File: src/ast_pkg.sv
// ----------------------------------------------------------------------------
// ast_pkg
// shared types and constants of the arrival steering block
// ----------------------------------------------------------------------------
`timescale 1ns / 1ps
`default_nettype none

package ast_pkg;

    localparam int V_BITS   = 16;
    localparam int R_BITS   = 23;
    localparam int OUT_BITS = 17;
    localparam int QB       = 16;

    localparam logic [V_BITS-1:0] MAX_VEL_RESET  = 16'd2560;
    localparam logic [R_BITS-1:0] SLOW_RAD_RESET = 23'd25600;

    localparam logic [0:0] REG_MAX_VEL  = 1'b0;
    localparam logic [0:0] REG_SLOW_RAD = 1'b1;

    localparam int FIFO_DEPTH = 4;
    localparam int FIFO_AW    = 2;

    typedef struct packed {
        logic [V_BITS-1:0] max_vel;
        logic [R_BITS-1:0] slow_rad;
    } t_cfg;

    typedef struct packed {
        logic neg_x;
        logic neg_y;
        logic zero;
        logic in_radius;
    } t_flags;

endpackage

`default_nettype wire

File: src/ast_front.sv
// ----------------------------------------------------------------------------
// ast_front
// difference, magnitude, squares, numerators and slowing-radius test
// ----------------------------------------------------------------------------
`timescale 1ns / 1ps
`default_nettype none

module ast_front #(
    parameter int COORD_BITS = 24,
    parameter int JW = 4
) (
    input  wire                          i_clk,
    input  wire                          i_rst_n,
    input  wire                          i_valid,
    output logic                         o_ready,
    input  wire logic signed [COORD_BITS-1:0] i_tx,
    input  wire logic signed [COORD_BITS-1:0] i_ty,
    input  wire logic signed [COORD_BITS-1:0] i_px,
    input  wire logic signed [COORD_BITS-1:0] i_py,
    input  wire ast_pkg::t_cfg           i_cfg,
    output logic                         o_push,
    input  wire                          i_full,
    output logic [JW-1:0]                o_job
);

    localparam int D    = COORD_BITS + 1;
    localparam int AB   = (D > 31) ? 31 : D;
    localparam int KMAX = (D > 31) ? D - 31 : 0;
    localparam int SW   = 2 * AB + 1;
    localparam int NW   = AB + ast_pkg::V_BITS;
    localparam int RRW  = 2 * ast_pkg::R_BITS;
    localparam int CMPW = (SW > RRW) ? SW : RRW;

    logic en;
    logic [3:0] r_v;

    // stage 1
    logic [D-1:0] r_ax, r_ay;
    logic         r_nx1, r_ny1;
    // stage 2
    logic [AB-1:0] r_a, r_b;
    logic          r_k0_2, r_zero2, r_nx2, r_ny2;
    // stage 3
    logic [2*AB-1:0] r_aa, r_bb;
    logic [RRW-1:0]  r_rr;
    logic [NW-1:0]   r_na3, r_nb3;
    logic            r_k0_3, r_zero3, r_nx3, r_ny3;
    // stage 4
    logic [SW-1:0]   r_sum;
    logic [NW-1:0]   r_na4, r_nb4;
    ast_pkg::t_flags r_flags;

    logic signed [D-1:0] dx, dy;
    logic [D-1:0] n_ax, n_ay, m;
    logic [1:0]   kk;

    assign en      = !r_v[3] || !i_full;
    assign o_ready = en;
    assign o_push  = r_v[3] && !i_full;
    assign o_job   = {r_flags, r_sum, r_na4, r_nb4};

    always_comb begin
        dx   = D'(i_tx) - D'(i_px);
        dy   = D'(i_ty) - D'(i_py);
        n_ax = dx[D-1] ? D'(~dx + 1'b1) : D'(dx);
        n_ay = dy[D-1] ? D'(~dy + 1'b1) : D'(dy);
    end

    // smallest shift that brings the larger magnitude below 2^31
    always_comb begin
        m  = (r_ax > r_ay) ? r_ax : r_ay;
        kk = 2'(KMAX);
        for (int k = KMAX; k >= 0; k--) begin
            if (((m >> k) >> 31) == '0) begin
                kk = 2'(k);
            end
        end
    end

    always_ff @(posedge i_clk) begin
        if (!i_rst_n) begin
            r_v <= '0;
        end else if (en) begin
            r_v <= {r_v[2:0], i_valid};
        end
    end

    always_ff @(posedge i_clk) begin
        if (en) begin
            r_ax  <= n_ax;
            r_ay  <= n_ay;
            r_nx1 <= dx[D-1];
            r_ny1 <= dy[D-1];

            r_a     <= AB'(r_ax >> kk);
            r_b     <= AB'(r_ay >> kk);
            r_k0_2  <= (kk == 2'd0);
            r_zero2 <= (r_ax == '0) && (r_ay == '0);
            r_nx2   <= r_nx1;
            r_ny2   <= r_ny1;

            r_aa    <= (2*AB)'(r_a) * (2*AB)'(r_a);
            r_bb    <= (2*AB)'(r_b) * (2*AB)'(r_b);
            r_rr    <= RRW'(i_cfg.slow_rad) * RRW'(i_cfg.slow_rad);
            r_na3   <= NW'(r_a) * NW'(i_cfg.max_vel);
            r_nb3   <= NW'(r_b) * NW'(i_cfg.max_vel);
            r_k0_3  <= r_k0_2;
            r_zero3 <= r_zero2;
            r_nx3   <= r_nx2;
            r_ny3   <= r_ny2;

            r_sum             <= SW'(r_aa) + SW'(r_bb);
            r_na4             <= r_na3;
            r_nb4             <= r_nb3;
            r_flags.neg_x     <= r_nx3;
            r_flags.neg_y     <= r_ny3;
            r_flags.zero      <= r_zero3;
            r_flags.in_radius <= r_k0_3 && (CMPW'(SW'(r_aa) + SW'(r_bb)) < CMPW'(r_rr));
        end
    end

endmodule

`default_nettype wire

File: config.mk
export PLATFORM = sky130hd
export DESIGN_NAME = ast_front
export DESIGN_NICKNAME = d
export VERILOG_FILES = /design/src/ast_pkg.sv /design/src/ast_front.sv
export SDC_FILE = /design/constraint.sdc
export NUM_CORES = 1
export LEC_CHECK = 0
export ABC_AREA = 1
export BUFFER_PORTS_ARGS = -buffer_cell sky130_fd_sc_hd__buf_2
export CAP_MARGIN = 15
export CORE_UTILIZATION = 41
export DETAILED_ROUTE_END_ITERATION = 8
export HOLD_SLACK_MARGIN = 0.1
export PLACE_DENSITY = 0.87
export SLEW_MARGIN = 30
export SYNTH_ARGS = -nofsm -noshare
export SYNTH_HDL_FRONTEND = slang
export SYNTH_SLANG_ARGS = --single-unit
export TNS_END_PERCENT = 1
File: constraint.sdc
create_clock -name i_clk -period 4.2 [get_ports i_clk]
set_clock_uncertainty 0.15 [all_clocks]
set_input_delay 0.21 -clock i_clk [delete_from_list [all_inputs] [get_ports i_clk]]
set_output_delay 0.21 -clock i_clk [all_outputs]
set_load 0.02 [all_outputs]
# After elaboration in Yosys (flattened, before gate mapping)
# Index checks and enable logic that the tools add are counted.
[word_totals] ff_bits=62 word_cells=15 input_bits=139
[op_classes] mul=1 n_mux=1 n_reduce_logical=4 addsub=2 bitwise=1
[ops] op="adder 25 x 1 -> 25 bit (second input constant)" n=1
[ops] op="multiplier 25 x 16 -> 4 bit" n=1
[ops] op="NOT 25 bit" n=1
[ops] op="subtractor 24 x 24 -> 25 bit" n=1
[ops] op="2-to-1 mux 24 bit" n=1
[ops] op="logical NOT 1 bit" n=2
[ops] op="logical AND 1 bit" n=1
[ops] op="logical OR 1 bit" n=1

# Logic depth before layout (Yosys ltp)
[depth] word_depth=4 depth_mapped=14

# Worst setup path after synthesis
# Ideal clock, no wire load.
[synth_timing] path_kind="reg2reg" startpoint="register r_b[0]" endpoint="register r_nb3[3], data pin" required_ns=3.787 arrival_time_ns=1.705 period_less_slack_ns=2.117 setup_slack_ns=2.083 stages_incl_launch_ff=9 setup_time_ns=0.263 cell_sequence="edfxtp_1 -> nand2_1 -> inv_1 -> ha_1 -> ha_1 -> ha_1 -> xnor2_1 -> xor2_1 -> xor2_1"
[synth_via] elab_chain_cells=1
[synth_lines] element="start: declaration" line_no="ast_front.sv:41" text="logic [AB-1:0] r_a, r_b;"
[synth_lines] element="start signal: assignment" line_no="ast_front.sv:96" text="r_b <= AB'(r_ay >> kk);"
[synth_lines] element="multiplier 25 x 16 -> 4 bit" line_no="ast_front.sv:106" text="r_nb3 <= NW'(r_b) * NW'(i_cfg.max_vel);"
[synth_lines] element="end signal: assignment" line_no="ast_front.sv:106"
[synth_lines] element="end: declaration" line_no="ast_front.sv:46" text="logic [NW-1:0] r_na3, r_nb3;"
# No other way between the ends.
# A chain may end at the register's enable or synchronous reset.

# Final worst setup path
# Ends and elaborated chain as after synthesis.

==> impl_metrics.sql <==
INSERT INTO impl_metrics (metric_group, metric, value, unit) VALUES
('placed_design', 'dp_hpwl', '2.455', 'mm'),
('die', 'floorplan.initialDensity', '43.23', '%'),
('global_route', 'gr-usage-all-layers', '15.20', '%'),
('global_route', 'grt_busiest_layer', 'met2', ''),
('setup_path', 'cp-startpoint', 'r_b[0]', ''),
('global_route', 'gr-usage-met2', '28.55', '%'),
('sta', 'rsz0062_at_grt', 'no', ''),
('setup_path', 'reg2reg_slack', '1.97', 'ns'),
('route', 'via_per_inst', '4.380', ''),
('setup_path', 'setup.worst_path.start_class', 'flop', ''),
('setup_path', 'critical_path.reg2reg.endpoint', 'r_nb3[3]', ''),
('sta', 'max_slew.worst_pin.slew', '0.7908', 'ns'),
('synthesis', 'synth-seq-area-share', '34.89', '%'),
('clock_network', 'ctsHoldBuffers', '3', ''),
('clock_network', 'htree_num_levels', '1', ''),
('global_route', 'initial_antenna_violation_count', '0', ''),
('setup_path', 'worstSetupEndpoint', 'r_nb3[3]', ''),
('power_and_ir_drop', 'leakage', '1.242', 'nW'),
('synthesis', 'synth.cells.most_frequent', '60 x nand2_1, 51 x inv_1, 29 x ha_1', ''),
('clock_network', 'ctsLongestPathBuffers', '2', ''),
('setup_path', 'worstPathRequired', '4.05', 'ns'),
('power_and_ir_drop', 'vdd_ir_drop_max', '0.09591', 'mV'),
('setup_path', 'critical_path.reg2reg.startpoint', 'r_b[0]', ''),
('hold_path', 'hp-class', 'input pin to flop', ''),
('die', 'placeable_core_region', '3716', 'µm²'),
('die', 'floorplan.rows', '22', ''),
('die', 'die_w', '64.60', 'µm'),
('cells_and_area', 'area_delta_synth_final', '27.41', '%'),
('clock_network', 'root_buffer', 'clkbuf_8', ''),
('setup_path', 'worst-r2r-cell-count', '8', ''),
('synthesis', 'yosysMostFrequentCell', 'nand2_1', ''),
('placed_design', 'dp.cells', '314', ''),
('sta', 'timing.setup.tns', '0', 'ns'),
('global_route', 'first_pass_grt_wire_length', '4.995', 'mm'),
('placed_design', 'place.port_buffers', '61', ''),
('setup_path', 'criticalPathCategory', 'flop to flop', ''),
('synthesis', 'postSynthRegisterBits', '20', ''),
('route', 'antenna_violating_nets_post_route', '0', ''),
('clock_network', 'cts_setup_buffers', '0', ''),
('synthesis', 'synth_top_flop_cell', 'edfxtp_1', ''),
('sta', 'finalWorstPathRequiredPeriod', '2.233', 'ns'),
('power_and_ir_drop', 'powerDensity', '297.3', 'nW/µm²'),
('synthesis', 'mappedNetlistNets', '374', ''),
('global_route', 'groute.layer.met3.usage', '4.225', '%'),
('sta', 'post-route-period-util', '53.18', '%'),
('cells_and_area', 'final_cells', '321', ''),
('sta', 'finalHoldViolCount', '0', ''),
('synthesis', 'yosysTopAreaCell', 'edfxtp_1', ''),
('clock_network', 'clk_latency', '0.25', 'ns'),
('synthesis', 'yosys_warnings', '0', ''),
('sta', 'setup_viol', '0', ''),
('global_route', 'grt_pass1_vias', '1365', ''),
('route', 'routedWlPerCell', '8.713', 'µm'),
('route', 'detail_route.iter0.violations', '43', ''),
('route', 'drcViolationCount', '0', ''),
('flow_run', 'cap_violations', '0', ''),
('synthesis', 'postSynthAreaPerCell', '7.837', 'µm²'),
('die', 'die-area', '4173', 'µm²'),
('sta', 'postLayoutSetupSlackWorst', '1.967', 'ns'),
('sta', 'maxSlewViolCount', '0', ''),
('synthesis', 'edff_count_synth', '16', ''),
('clock_network', 'clock_sinks', '20', ''),
('cells_and_area', 'n_antenna_cell', '0', ''),
('synthesis', 'post_synth_num_cell_types', '19', ''),
('synthesis', 'synth-async-reset-ratio', '0', '%'),
('clock_network', 'clock_transition_at_the_registers_of_the_reported_paths', '0.07', 'ns'),
('global_route', 'grt_use_met1', '16.14', '%'),
('synthesis', 'syn-instance-count', '205', ''),
('cells_and_area', 'fin_util', '55.08', '%'),
('status', 'outcome', 'finished clean', ''),
('setup_path', 'crit_fanout', '4', '');
==> logic make-up (layout without fill, tap and decap cells) <==
group	count (synthesis)	in the layout	synth area share, %
AND/OR/NAND/NOR	82	82	20.33
buffers and inverters	51	119	11.92
adder cells (fa/ha/maj)	30	30	23.83
flip-flops	20	20	34.89
AO/OA/AOI/OAI	14	14	4.673
XOR/XNOR	8	8	4.361
==> per-stage QoR <==
stage / hold slack (ns) / power (mW) / cell area (µm²)
3_5_place_dp: 0.2583 / 0.4901 / 1972
5_1_grt: 0.1474 / 0.6629 / 2047
4_1_cts: 0.1350 / 0.6191 / 2047
3_3_place_gp: 0.2503 / 0.4777 / 1972
2_1_floorplan: 0.1949 / 0.4239 / 1607
6_report: 0.1453 / 0.6086 / 2047
==> layout make-up <==
cell class	count	area [µm²]
Clock inverter	1	3.754
Timing Repair Buffer	64	335.3
Inverter	51	191.4
Sequential cell	20	560.5
Tap cell	48	60.06
Clock buffer	3	41.29
Multi-Input combinational cell	134	854.6
Fill cell	332	1669
==> cell usage in the layout (no fill, tap or decap) <==
cell            n
buf_2          61
nand2_1        60
inv_1          51
ha_1           29
edfxtp_1       16
nor2_1         11
a21oi_1         9
nand3_1         6
xnor2_1         4
xor2_1          4
dfxtp_1         4
o21ai_0         3
clkbuf_8        3
dlygate4sd3_1   3
a21o_1          1
nor2_2          1
nand4_1         1
nand2_2         1
or2_2           1
nor3_1          1
a21boi_0        1
fa_1            1
clkinv_1        1
==> flip-flops by register name, summed over array words and instances, names as in the netlist <==
name	cells
r_ay	4
r_b	4
r_nb3	4
r_nb4	4
r_v	4
==> worst min path at each step <==
| stage | slack (ns) | cells after the start | to | startpoint |
|---|---|---|---|---|
| 2_1_floorplan | 0.19 | 2 | r_v[0] | i_valid |
| 3_3_place_gp | 0.25 | 0 | r_b[0] | r_ay[0] |
| 3_5_place_dp | 0.26 | 0 | r_b[1] | r_ay[1] |
| 4_1_cts | 0.13 | 3 | r_nb3[0] | i_cfg[23] |
| 5_1_grt | 0.15 | 3 | r_nb3[0] | i_cfg[23] |
| 6_report | 0.15 | 3 | r_nb3[0] | i_cfg[23] |
==> metal layers <==
metal | vias up | wire length, µm
met1 | 575 | 1255
met3 | 5 | 235
met4 | 0 | 37
met5 | - | 0
li1 | 768 | -
met2 | 58 | 1268
==> power breakdown <==
part	internal [mW]	switching, mW	total, mW
clock network	0.0650	0.0586	0.124
registers	0.277	0.0141	0.291
logic	0.0876	0.106	0.194
total	0.430	0.179	0.609
==> critical path, cell delays in order (launching register included) <==
cell and delay (ns):
edfxtp_1 0.43, nand2_1 0.10, inv_1 0.05, ha_1 0.28, ha_1 0.31, ha_1 0.21, xnor2_1 0.13, xor2_1 0.15
xor2_1 0.17
No activity file was read; power rests on OpenSTA's default activity.
