$ cat config.mk
export PLATFORM = sky130hd
export DESIGN_NAME = ast_fifo
export DESIGN_NICKNAME = d
export VERILOG_FILES = /design/src/ast_pkg.sv /design/src/ast_fifo.sv
export SDC_FILE = /design/constraint.sdc
export NUM_CORES = 1
export LEC_CHECK = 0
export BUFFER_PORTS_ARGS = -buffer_cell sky130_fd_sc_hd__buf_2
export CORE_AREA = 2 2 61 87
export DETAILED_ROUTE_END_ITERATION = 8
export DIE_AREA = 0 0 63 89
export PLACE_DENSITY = 0.6
export SETUP_SLACK_MARGIN = 0.15
export SLEW_MARGIN = 20
export SYNTH_ARGS = -nofsm -noshare
export SYNTH_HDL_FRONTEND = slang
export SYNTH_SLANG_ARGS = --single-unit
$ cat constraint.sdc
create_clock -name i_clk -period 2.2 [get_ports i_clk]
set_clock_uncertainty 0.15 [all_clocks]
set_input_delay 0.44 -clock i_clk [delete_from_list [all_inputs] [get_ports i_clk]]
set_output_delay 0.44 -clock i_clk [all_outputs]
set_load 0.005 [all_outputs]
$ cat src/ast_pkg.sv
// ----------------------------------------------------------------------------
// ast_pkg
// shared types and constants of the arrival steering block
// ----------------------------------------------------------------------------
`timescale 1ns / 1ps
`default_nettype none

package ast_pkg;

    localparam int V_BITS   = 16;
    localparam int R_BITS   = 23;
    localparam int OUT_BITS = 17;
    localparam int QB       = 16;

    localparam logic [V_BITS-1:0] MAX_VEL_RESET  = 16'd2560;
    localparam logic [R_BITS-1:0] SLOW_RAD_RESET = 23'd25600;

    localparam logic [0:0] REG_MAX_VEL  = 1'b0;
    localparam logic [0:0] REG_SLOW_RAD = 1'b1;

    localparam int FIFO_DEPTH = 4;
    localparam int FIFO_AW    = 2;

    typedef struct packed {
        logic [V_BITS-1:0] max_vel;
        logic [R_BITS-1:0] slow_rad;
    } t_cfg;

    typedef struct packed {
        logic neg_x;
        logic neg_y;
        logic zero;
        logic in_radius;
    } t_flags;

endpackage

`default_nettype wire

$ cat src/ast_fifo.sv
// ----------------------------------------------------------------------------
// ast_fifo
// short queue that decouples the classifying front from the arithmetic back
// ----------------------------------------------------------------------------
`timescale 1ns / 1ps
`default_nettype none

module ast_fifo #(
    parameter int W = 8
) (
    input  wire          i_clk,
    input  wire          i_rst_n,
    input  wire          i_push,
    input  wire [W-1:0]  i_data,
    output logic         o_full,
    input  wire          i_pop,
    output logic         o_valid,
    output logic [W-1:0] o_data
);

    logic [W-1:0] r_mem [ast_pkg::FIFO_DEPTH];
    logic [ast_pkg::FIFO_AW-1:0] r_wr, r_rd;
    logic [ast_pkg::FIFO_AW:0]   r_cnt;
    logic do_push, do_pop;

    assign o_full  = (r_cnt == (ast_pkg::FIFO_AW+1)'(ast_pkg::FIFO_DEPTH));
    assign o_valid = (r_cnt != '0);
    assign o_data  = r_mem[r_rd];
    assign do_push = i_push && !o_full;
    assign do_pop  = i_pop && o_valid;

    always_ff @(posedge i_clk) begin
        if (!i_rst_n) begin
            r_wr  <= '0;
            r_rd  <= '0;
            r_cnt <= '0;
        end else begin
            if (do_push) begin
                r_wr <= r_wr + 1'b1;
            end
            if (do_pop) begin
                r_rd <= r_rd + 1'b1;
            end
            if (do_push && !do_pop) begin
                r_cnt <= r_cnt + 1'b1;
            end else if (do_pop && !do_push) begin
                r_cnt <= r_cnt - 1'b1;
            end
        end
    end

    always_ff @(posedge i_clk) begin
        if (do_push) begin
            r_mem[r_wr] <= i_data;
        end
    end

endmodule

`default_nettype wire

# Word level (Yosys, flattened, before mapping)
# Memories as Yosys holds them, arrays and structs flattened. A register that Yosys moved wholly into a read port is not among the register bits.
# Index checks and enable logic that the tools add are counted.
[word_totals] regBits=7 ramBits=32 output_inout_bits=10 word_cells=24 mem_count=1
[op_classes] addsub=4 n_eq_ne=1 mux=6 reduce_logical=9
[memory_table] memory="r_mem" depth=4 width=8 rd=1 rd_clocked_by_memory_dff=1 wr=1 line_no="ast_fifo.sv:21" source="logic [W-1:0] r_mem [ast_pkg::FIFO_DEPTH];"
[ops] cell="2-to-1 mux 3 bit" n=2
[ops] cell="adder 2 x 1 -> 2 bit (second input constant)" n=2
[ops] cell="logical AND 1 bit" n=4
[ops] cell="2-to-1 mux 2 bit" n=2
[ops] cell="adder 3 x 1 -> 3 bit (second input constant)" n=1
[ops] cell="equality test 3 bit (second input constant)" n=1
[ops] cell="zero test 1 bit" n=3
[ops] cell="nonzero test 3 bit" n=1
[ops] cell="subtractor 3 x 1 -> 3 bit (second input constant)" n=1
[ops] cell="2-to-1 mux 1 bit" n=2
[ops] cell="nonzero test 2 bit" n=1

# Logic depth before layout (Yosys ltp)
# Gate-level depths: netlist of the first run.
[depth] word_depth=7 ltp_mapped=9 mapped_depth_nobuf=8

# Worst setup path after synthesis of the first run
# No wires, ideal clock.
[synth_timing] kind="register to register" from="register r_cnt[0] in the netlist's numbering" to="register r_cnt[2] in the netlist's numbering" setup_ns=0.070 t_arrival_ns=1.939 t_required_ns=1.980 path_slack_ns=0.041 stages_incl_launch_ff=10 path_buffers=1 path_cell_list="dfxtp_1 -> nor3b_2 -> nor2b_1 -> buf_6 -> ha_1 -> inv_1 -> fa_1 -> xor2_1 -> or3_1 -> a21boi_1"
[synth_via] elab_chain_len=6 word_cells_on_any_way=14 classes_between="add/sub: 2; eq/ne: 1; mux: 2; reduce/logical: 9"
[synth_lines] item="start: declaration" line_no="ast_fifo.sv:23" source="logic [ast_pkg::FIFO_AW:0] r_cnt;"
[synth_lines] item="start signal: assignment" line_no="ast_fifo.sv:45" source="r_cnt <= r_cnt + 1'b1;"
[synth_lines] item="start signal: assignment" line_no="ast_fifo.sv:47" source="r_cnt <= r_cnt - 1'b1;"
[synth_lines] item="equality test 3 bit (*)" line_no="ast_fifo.sv:26" source="assign o_full = (r_cnt == (ast_pkg::FIFO_AW+1)'(ast_pkg::FIFO_DEPTH));"
[synth_lines] item="via o_full" line_no="ast_fifo.sv:15" source="output logic o_full,"
[synth_lines] item="zero test 1 bit (*)" line_no="ast_fifo.sv:29" source="assign do_push = i_push && !o_full;"
[synth_lines] item="logical AND 1 bit (*)" line_no="ast_fifo.sv:29"
[synth_lines] item="via do_push" line_no="ast_fifo.sv:24" source="logic do_push, do_pop;"
[synth_lines] item="zero test 1 bit" line_no="ast_fifo.sv:46" source="end else if (do_pop && !do_push) begin"
[synth_lines] item="logical AND 1 bit" line_no="ast_fifo.sv:46"
[synth_lines] item="nonzero test 2 bit (no source line)"
# The timed path passes the listed nets; every way through them passes the cells marked *. The select of a mux whose other input is x is not followed.
# A chain may end at the register's enable or synchronous reset.

# Worst setup path in the final report of the first run
[layout_timing] from="register r_cnt[2] in the netlist's numbering" to="register r_cnt[2] in the netlist's numbering"
[layout_via] elab_chain_len=6 word_cells_on_any_way=14 classes_between="add/sub: 2; eq/ne: 1; mux: 2; reduce/logical: 9"
[layout_lines] item="branches (longest 6 deep; another with subtractor 3 x 1 -> 3 bit)"
# Parallel ways; which one is timed is not known. The select of a mux whose other input is x is not followed.

==> flow_metrics.env, run 1 <==
export IMPL_drc_errors=0
export IMPL_max_cap_violations=0
export IMPL_vdd_drop_max_v=0.0005232
export IMPL_critPathKind="flop to flop"
export IMPL_die_area_um2=5607
export IMPL_fillers=450
export IMPL_grt_remaining_overflow=0
export IMPL_path_cells="nor3b_2 > nor2b_2 > ha_4 > inv_1 > fa_2 > xor2_1 > or3_1 > a21boi_1"
export IMPL_crit_fanout=4
export IMPL_startpoint="r_cnt[2]$_SDFFE_PN0P_"
export IMPL_use_met2=0.2108
export IMPL_dr_pass1_iters=4
export IMPL_final_cells=185
export IMPL_finalHoldViolCount=0
export IMPL_clkTransAtPathRegs_ns=0.08
export IMPL_diodes=0
export IMPL_startpoint_type="flop"
export IMPL_numCtsBuffers=5
export IMPL_power_density_nw_per_um2=1164
export IMPL_grt_busiest_layer="met2"
export IMPL_io_pins=22
export IMPL_syn_area_um2=1642
export IMPL_worst_slew_pin_slew_ns=0.4529
export IMPL_status="finished, final reports clean"
export IMPL_syn_num_nets=108
export IMPL_cts_tree="done"
export IMPL_clock_path_buffers=2
export IMPL_post_drt_wl_per_cell_um=14.45
export IMPL_cellLeakagePower_uw=0.0007332
export IMPL_grt_pass1_vias=935
export IMPL_place_hpwl_um=1862
export IMPL_clock_sinks=41
export IMPL_hold_ws_ns=0.2084
export IMPL_synth_cell_types=23
export IMPL_dp_slack_ns=0.03258
export IMPL_worst_r2r_cell_count=8
export IMPL_die_w_um=63
export IMPL_die_y_um=89
export IMPL_synth_warnings=0
export IMPL_antenna_found_initial=0
export IMPL_grt_pass1_wl_um=4340
export IMPL_hold_path_class="input port to flop"
export IMPL_clock_latency_ns=0.28
export IMPL_yosys_top_cells_area="edfxtp_1 (59%), dfxtp_1 (11%), mux4_2 (11%), ha_1 (3.8%), and2_1 (3.0%)"
export IMPL_min_delay_start="i_data[1]"
export IMPL_synthCells=90
export IMPL_initial_core_util=0.3444
export IMPL_r2r_start="r_cnt[2]$_SDFFE_PN0P_"
export IMPL_period_minus_slack_ns=2.065
export IMPL_via_per_inst=4.595
export IMPL_clock_fmax_ghz=0.4842
export IMPL_gr_usage_met3=0.03652
export IMPL_num_vias=850
export IMPL_power_uw=2365
export IMPL_syn_area_per_cell_um2=18.24
export IMPL_grt_use_met1=0.09810
export IMPL_worstSetupEndpointType="flop"
export IMPL_root_buffer="clkbuf_8"
export IMPL_gp_congestion=0.7529
export IMPL_fin_tns_setup_ns=0
export IMPL_ys_seq_elements=41
export IMPL_h_tree_depth=2
export IMPL_synth_area_leader_cell="edfxtp_1"
export IMPL_finalMaxSlewViolations=0
export IMPL_grt_max_degree=14
export IMPL_row_count=30
export IMPL_slowest_stage="dfxtp_4"
export IMPL_min_path_cells=1
export IMPL_critPathArrivalTime_ns=2.12
export IMPL_setup_violations=0
export IMPL_critPathRequiredTime_ns=2.26
export IMPL_layout_setup_ws_ns=0.1347
export IMPL_grtUsageTotal=0.1069
export IMPL_antenna_left=0
export IMPL_slew_headroom=0.6981
export IMPL_rsz0062_at_grt="true"
export IMPL_core_um2=4767
export IMPL_io_buffers=21
export IMPL_drtIter0Drc=21
export IMPL_max_stage_delay_ns=0.36
export IMPL_fin_crit_sh=0.9388
export IMPL_nets=138
export IMPL_wirelength_um=2673
export IMPL_place_inst=173
export IMPL_synth_top_cell_area_share=0.5854
export IMPL_seq_area_frac_synth=0.6951
export IMPL_syn_to_final_growth_pct=23.70
export IMPL_drive_gt1_frac=0.4380
## flip-flops by register name (all words and copies together) (netlist names), named ones only
register	cells
r_wr	2
r_mem	32
r_cnt	3
r_rd	2
## cells in the final DEF, fill, tap and decap left out, types with 3 or more instances in the layout
cell type / n
and2_1: 8
buf_2: 21
buf_4: 5
clkbuf_8: 5
dfxtp_1: 5
edfxtp_1: 32
ha_1: 4
inv_1: 3
mux2i_1: 3
mux4_2: 8
nand2_1: 4
xnor2_1: 3
## timing repair
item	4_1_cts	5_1_grt
setup buffers	4	0
pin swaps	2	0
hold buffers	0	0
setup endpoints to repair	9	9
gates resized for setup	6	3
## through the flow
stage,utilization,instance area [µm²]
3_3_place_gp,0.3850,1836
5_1_grt,0.4260,2031
2_1_floorplan,-,1659
3_5_place_dp,0.3850,1836
6_report,0.4260,2031
4_1_cts,0.4236,2019
## critical path: cells and delay by family (launching register included)
family          cells  cell delay (ns)
xor+xnor            1             0.15
simple gates        3             0.65
buf+inv             1             0.05
fa+ha+maj           2             0.49
compound gates      1             0.14
flops               1             0.36
## cell usage after synthesis
cell,instances
buf_6,1
inv_1,3
clkbuf_1,1
o311ai_1,1
xor2_1,1
nor3b_2,1
buf_2,1
edfxtp_1,32
dfxtp_1,9
o21ai_0,1
or3_2,1
xnor2_1,3
ha_1,5
mux2i_1,3
o31ai_2,1
or3_1,1
a21boi_1,1
fa_1,1
buf_1,1
nor2b_1,2
and2_1,8
mux4_2,8
nand2_1,4
## worst paths after layout
path / endpoint / slack, ns
worst min-delay path: r_mem[2][1]$_DFFE_PP_ / 0.21
worst max register to register: r_cnt[2]$_SDFFE_PN0P_ / 0.13
worst min register to register: r_wr[1]$_SDFFE_PN0P_ / 0.36
worst max-delay path: r_cnt[2]$_SDFFE_PN0P_ / 0.13
## metal layers
metal  vias to the layer above  wire length, µm  share of wire
met5                         -                0              0
met1                       424              979           0.37
met3                         6              134          0.050
met2                        24             1506           0.56
li1                        396                -              -
met4                         0               52          0.019
## cell type report
cell class	instances	area, µm²	area share
sequential	41	1151	0.5668
clock buffer	5	68.82	0.03389
clock inverter	3	65.06	0.03204
tap	64	80.08	0.03943
inverter	3	11.26	0.005545
multi-input combinational	42	491.7	0.2421
timing repair buffer	27	162.7	0.08010
## kinds of logic (layout without fill, tap and decap cells)
| group | count (synthesis) | count (layout) | synth area share |
|---|---|---|---|
| flops | 41 | 41 | 0.6951 |
| simple gates | 17 | 17 | 0.06326 |
| mux | 11 | 11 | 0.1280 |
| buf+inv | 7 | 38 | 0.02133 |
| fa+ha+maj | 6 | 6 | 0.05031 |
| compound gates | 4 | 4 | 0.02058 |
| xor+xnor | 4 | 4 | 0.02135 |
## report_power, final
group	internal (µW)	total [µW]	switching [µW]
sequential	963	1050	89.2
combinational	367	618	251
clock	450	694	244
Power figures use the tool's default switching activity.
==> run 2, diff against run 1 <==
ABC_AREA = 1   (was not set)
CORE_AREA = 2 2 62 88   (was 2 2 61 87)
DIE_AREA = 0 0 64 90   (was 0 0 63 89)
==> run 2 against run 1 <==
Register-to-register slack improved by 0.19 ns; via count rose by 28%; non-clock buffer count did not move; sequential share of layout area rose by 0.13 points.
==> flow_metrics.env, run 2 <==
export IMPL_fin_crit_sh=0.8540
export IMPL_synth_area_leader_cell="edfxtp_1"
export IMPL_worst_slew_pin_slew_ns=0.3026
export IMPL_io_pins=22
export IMPL_seq_power_share=0.464
export IMPL_drive_gt1_frac=0.2697
export IMPL_gp_congestion=0.7307
export IMPL_synth_warnings=0
export IMPL_hold_path_class="input port to flop"
export IMPL_syn_area_per_cell_um2=11.67
export IMPL_syn_to_final_growth_pct=19.90
export IMPL_drc_errors=0
export IMPL_period_minus_slack_ns=1.879
export IMPL_hold_buffers=0
export IMPL_antenna_found_initial=0
export IMPL_io_buffers=21
export IMPL_syn_area_um2=1692
export IMPL_wirelength_um=2923
export IMPL_critPathRequiredTime_ns=2.24
export IMPL_antenna_left=0
export IMPL_diodes=0
export IMPL_finalMaxSlewViolations=0
export IMPL_die_y_um=90
export IMPL_max_cap_violations=0
export IMPL_crit_fanout=5
export IMPL_setup_violations=0
export IMPL_nets=195
export IMPL_seq_area_frac_synth=0.6746
export IMPL_clock_path_buffers=2
export IMPL_regMostFlops="r_mem"
export IMPL_p_int_uw=1552
export IMPL_core_um2=5004
export IMPL_vdd_drop_max_v=0.0004192
export IMPL_ys_dominant_reg_cell="edfxtp_1"
export IMPL_cts_tree="done"
export IMPL_fin_tns_setup_ns=0
export IMPL_num_vias=1090
export IMPL_clock_latency_ns=0.29
export IMPL_largest_reg_flops=32
export IMPL_clockPowerShare=0.257
export IMPL_die_w_um=64
export IMPL_grtUsageTotal=0.1096
export IMPL_place_hpwl_um=2014
export IMPL_r2r_start="r_cnt[0]$_SDFFE_PN0P_"
export IMPL_slew_headroom=0.7980
export IMPL_dr_pass1_iters=4
export IMPL_cellLeakagePower_uw=0.0007921
export IMPL_numCtsBuffers=5
export IMPL_worstSetupEndpointType="flop"
export IMPL_row_count=31
export IMPL_grt_pass1_vias=1035
export IMPL_synth_top_cell_area_share=0.5680
export IMPL_min_delay_start="i_data[1]"
export IMPL_synth_edf_count=32
export IMPL_grt_remaining_overflow=0
export IMPL_grt_pass1_wl_um=4774
export IMPL_synthCells=145
export IMPL_via_per_inst=4.467
export IMPL_top_regs="r_mem x32, r_cnt x3"
export IMPL_grt_max_degree=17
export IMPL_clkTransAtPathRegs_ns=0.07
export IMPL_syn_num_nets=163
export IMPL_synth_most_common_cell="edfxtp_1"
export IMPL_post_drt_wl_per_cell_um=11.98
export IMPL_pwr_share_comb=0.279
export IMPL_clock_fmax_ghz=0.5323
export IMPL_root_buffer="clkbuf_8"
export IMPL_async_reset_ff_frac=0
export IMPL_power_switching_uw=670.9
export IMPL_ys_seq_elements=41
export IMPL_utilization=0.4054
export IMPL_finalHoldViolCount=0
export IMPL_switching_share=0.3018
export IMPL_h_tree_depth=2
export IMPL_critPathKind="flop to flop"
export IMPL_status="finished, final reports clean"
export IMPL_yosys_top_cells_area="edfxtp_1 (57%), dfxtp_1 (11%), nor2_1 (6.2%), o21ai_0 (3.8%), ha_1 (3.7%)"
export IMPL_ys_top_cells_by_count="edfxtp_1 (32), nor2_1 (28), inv_1 (15), o21ai_0 (13), nand2_1 (11)"
export IMPL_critPathArrivalTime_ns=1.91
export IMPL_rsz0062_at_grt="false"
export IMPL_initial_core_util=0.3381
export IMPL_synth_cell_types=19
export IMPL_final_cell_mix="edfxtp_1 (32), nor2_1 (28), buf_2 (21)"
export IMPL_startpoint_type="flop"
export IMPL_startpoint="r_cnt[0]$_SDFFE_PN0P_"
export IMPL_power_density_nw_per_um2=1096
export IMPL_drtIter0Drc=63
export IMPL_clock_sinks=41
export IMPL_die_area_um2=5760
export IMPL_final_common_cell="edfxtp_1"
[run 2: changes by cell type after synthesis, sizes merged, moves of 8 or more]
cell,before,now
nor2,0,30
and2,8,0
nand2,4,15
mux4,8,0
inv,3,17
o22ai,0,8
o21ai,1,17
[run 2: repair_timing]
| item | CTS | global route |
|---|---|---|
| setup buffers | 0 | 0 |
| resized for setup | 0 | 9 |
| endpoints found under the setup margin | 0 | 8 |
| hold endpoints to repair | 0 | 0 |
[run 2: logic make-up after synthesis]
kind of cell / count (synthesis) / synth area share
buf+inv: 19 / 0.05103
simple gates: 50 / 0.1250
xor+xnor: 1 / 0.005178
flops: 41 / 0.6746
fa+ha+maj: 6 / 0.04882
compound gates: 28 / 0.09541
[run 2: final timing paths]
| kind | end | slack [ns] | depth (start not counted) |
|---|---|---|---|
| max | r_cnt[2]$_SDFFE_PN0P_ | 0.32 | 13 |
| min | r_mem[2][1]$_DFFE_PP_ | 0.21 | 1 |
| max reg2reg | r_cnt[2]$_SDFFE_PN0P_ | 0.32 | 13 |
| min reg2reg | flop | 0.35 | 2 |
[run 2: layout make-up]
class | instances | area, µm²
Fill cell | 463 | 2975
Clock buffer | 6 | 72.57
Timing Repair Buffer | 27 | 150.1
Sequential cell | 41 | 1152
Multi-Input combinational cell | 85 | 469.2
Clock inverter | 2 | 33.78
Inverter | 17 | 67.56
Tap cell | 66 | 82.58
[run 2: metrics by stage]
stage               instances  hold WS (ns)  power (µW)  worst slack, ns  area [µm²]
floorplan                 145        0.3140        1437           0.3793        1692
global placement          236        0.3445        1651           0.2903        1902
detailed placement        236        0.3399        1653           0.2547        1902
CTS                       244        0.2078        2229           0.1539        2008
global route              244        0.2075        2381           0.1654        2028
finish                    244        0.2131        2223           0.3213        2028
[run 2: worst max-delay path: stages, from the launching register on]
cell and delay, ns:
dfxtp_4 0.38, nor2_4 0.04, nand2_2 0.08, nand2_2 0.09
inv_2 0.08, ha_1 0.16, inv_1 0.07, fa_1 0.39
inv_1 0.07, nand2_1 0.04, nand3_1 0.09, nand2_1 0.06
nand2_1 0.05, nor2_1 0.04
[run 2: per-layer routing]
metal	up-vias	track usage	routed length, µm	part of all wire
met3	5	0.03129	157	0.054
li1	557	-	-	-
met5	-	0	0	0
met1	505	0.1297	1259	0.43
met4	0	0.05435	55	0.019
met2	23	0.1788	1450	0.50
[run 2: power by group through the flow]
stage                     Sequential (µW)  Combinational (µW)  Clock (µW)
after floorplan                      1020                 414           0
after global placement               1030                 620           0
after detailed placement             1030                 619           0
after CTS                            1020                 623         589
after global routing                 1050                 719         615
final                                1030                 620         572
==> run 3, diff against run 2 <==
==> constraint.sdc (replaced) <==
create_clock -name i_clk -period 2.2 [get_ports i_clk]
set_clock_uncertainty 0.15 [all_clocks]
set_input_delay 0 -clock i_clk [delete_from_list [all_inputs] [get_ports i_clk]]
set_output_delay 0 -clock i_clk [all_outputs]
set_load 0.005 [all_outputs]
==> run 3 against run 2 <==
Sequential power about the same; clock power increased by 1%; final cell count increased by 4.1%; flip-flop and latch count unchanged; wire length increased by 2.1%; highest routed layer unchanged.
==> flow_metrics.env, run 3 (synthesis gave the netlist of run 2 again) <==
export IMPL_clock_fmax_ghz=0.5264
export IMPL_power_switching_uw=675.4
export IMPL_wirelength_um=2983
export IMPL_critPathArrivalTime_ns=1.93
export IMPL_startpoint_type="flop"
export IMPL_switching_share=0.3031
export IMPL_clockPowerShare=0.260
export IMPL_clock_path_buffers=2
export IMPL_die_w_um=64
export IMPL_multi_input_area_um2=474.2
export IMPL_p_int_uw=1553
export IMPL_nets=205
export IMPL_io_pins=22
export IMPL_drtIter0Drc=48
export IMPL_num_vias=1130
export IMPL_vdd_drop_max_v=0.0004738
export IMPL_gp_congestion=0.7216
export IMPL_row_count=31
export IMPL_die_y_um=90
export IMPL_path_cells="nor2_4 > nand2_2 > nand2_4 > inv_2 > ha_1 > inv_1 > fa_1 > o21ai_0 > nor2_1"
export IMPL_seq_power_share=0.467
export IMPL_utilization=0.4254
export IMPL_setup_violations=0
export IMPL_finalMaxSlewViolations=0
export IMPL_grt_remaining_overflow=0
export IMPL_seqCellArea_um2=1149
export IMPL_crit_fanout=5
export IMPL_numCtsBuffers=5
export IMPL_final_common_cell="edfxtp_1"
export IMPL_rsz0062_at_grt="true"
export IMPL_post_drt_wl_per_cell_um=11.74
export IMPL_critPathRequiredTime_ns=2.23
export IMPL_clock_latency_ns=0.29
export IMPL_fin_tns_setup_ns=0
export IMPL_fin_crit_sh=0.8635
export IMPL_slew_headroom=0.7489
export IMPL_syn_to_final_growth_pct=25.81
export IMPL_dr_pass1_iters=4
export IMPL_largest_reg_flops=32
export IMPL_status="finished, final reports clean"
export IMPL_max_cap_violations=0
export IMPL_pwr_share_comb=0.273
export IMPL_initial_core_util=0.3381
export IMPL_io_buffers=21
export IMPL_h_tree_depth=2
export IMPL_top_regs="r_mem x32, r_cnt x3"
export IMPL_fillers=483
export IMPL_clkTransAtPathRegs_ns=0.07
export IMPL_reg2reg_setup_slack_ns=0.30
export IMPL_worstSetupEndpointType="flop"
export IMPL_finalHoldViolCount=0
export IMPL_grt_max_degree=17
export IMPL_slowest_stage="fa_1"
export IMPL_regMostFlops="r_mem"
export IMPL_grt_pass1_vias=1175
export IMPL_max_stage_delay_ns=0.40
export IMPL_drc_errors=0
export IMPL_via_per_inst=4.449
export IMPL_drive_gt1_frac=0.2394
export IMPL_critPathKind="flop to flop"
export IMPL_power_density_nw_per_um2=1047
export IMPL_worst_slew_pin_slew_ns=0.3761
export IMPL_post_cts_buffers=0
export IMPL_cellLeakagePower_uw=0.0008343
export IMPL_cts_tree="done"
export IMPL_antenna_left=0
export IMPL_antenna_found_initial=0
export IMPL_critical_path_top_delay_family="adder cells"
export IMPL_root_buffer="clkbuf_8"
export IMPL_clock_sinks=41
export IMPL_core_um2=5004
export IMPL_grtUsageTotal=0.1125
export IMPL_period_minus_slack_ns=1.900
export IMPL_power_uw=2228
export IMPL_final_cell_mix="edfxtp_1 (32), nor2_1 (28), buf_2 (21)"
export IMPL_die_area_um2=5760
export IMPL_hold_path_class="input port to flop"
export IMPL_timing_critical_path_buf_inv=2
export IMPL_place_hpwl_um=1997
export IMPL_grt_pass1_wl_um=4995
export IMPL_diodes=0
## run 3: worst paths after layout
path	startpoint	to	depth (start not counted)
setup / recovery	r_cnt[1]$_SDFFE_PN0P_	r_cnt[1]$_SDFFE_PN0P_	9
hold / removal	i_data[7]	r_mem[3][7]$_DFFE_PP_	2
setup reg to reg	r_cnt[1]$_SDFFE_PN0P_	r_cnt[1]$_SDFFE_PN0P_	9
hold reg to reg	r_rd[1]$_SDFFE_PN0P_	r_rd[1]$_SDFFE_PN0P_	2
## run 3: area by class of cell
class | instances | area share
Timing Repair Buffer | 37 | 0.1188
Clock buffer | 6 | 0.03410
Sequential cell | 41 | 0.5397
Tap cell | 66 | 0.03880
Inverter | 17 | 0.02998
Multi-Input combinational cell | 85 | 0.2228
Clock inverter | 2 | 0.01587
## run 3: power by group through the flow
stage / clock network, µW / logic, µW / registers [µW]
final: 579 / 609 / 1040
after global routing: 614 / 711 / 1050
after CTS: 591 / 613 / 1030
after detailed placement: 0 / 594 / 1050
after global placement: 0 / 590 / 1040
after floorplan: 0 / 414 / 1020
## run 3: routing by layer
layer,wire length [µm],up-vias,track usage
li1,-,577,-
met2,1501,27,0.1979
met4,52,0,0.04348
met5,0,-,0
met3,148,6,0.03254
met1,1280,520,0.1249
## run 3: worst reg2reg max path, delay by kind of cell, from the launching register on
family	cells	cell delay [ns]
buf+inv	2	0.13
fa+ha+maj	2	0.60
compound gates	1	0.18
simple gates	4	0.37
flops	1	0.36
## run 3: per-stage QoR
step	area (µm²)	std cells	hold WS, ns	setup WS, ns
2_1_floorplan	1692	145	-0.05113	0.3793
3_3_place_gp	1894	235	0.06889	0.2666
3_5_place_dp	1894	235	0.07176	0.2648
4_1_cts	2111	254	0.3073	0.2411
5_1_grt	2128	254	0.3264	0.1473
6_report	2128	254	0.3154	0.3003
## run 3: what timing repair did
action / 4_1_cts / 5_1_grt
gates resized for setup: 0 / 6
endpoints found under the hold margin: 41 / 0
hold buffers: 11 / 0
setup endpoints to repair: 0 / 2
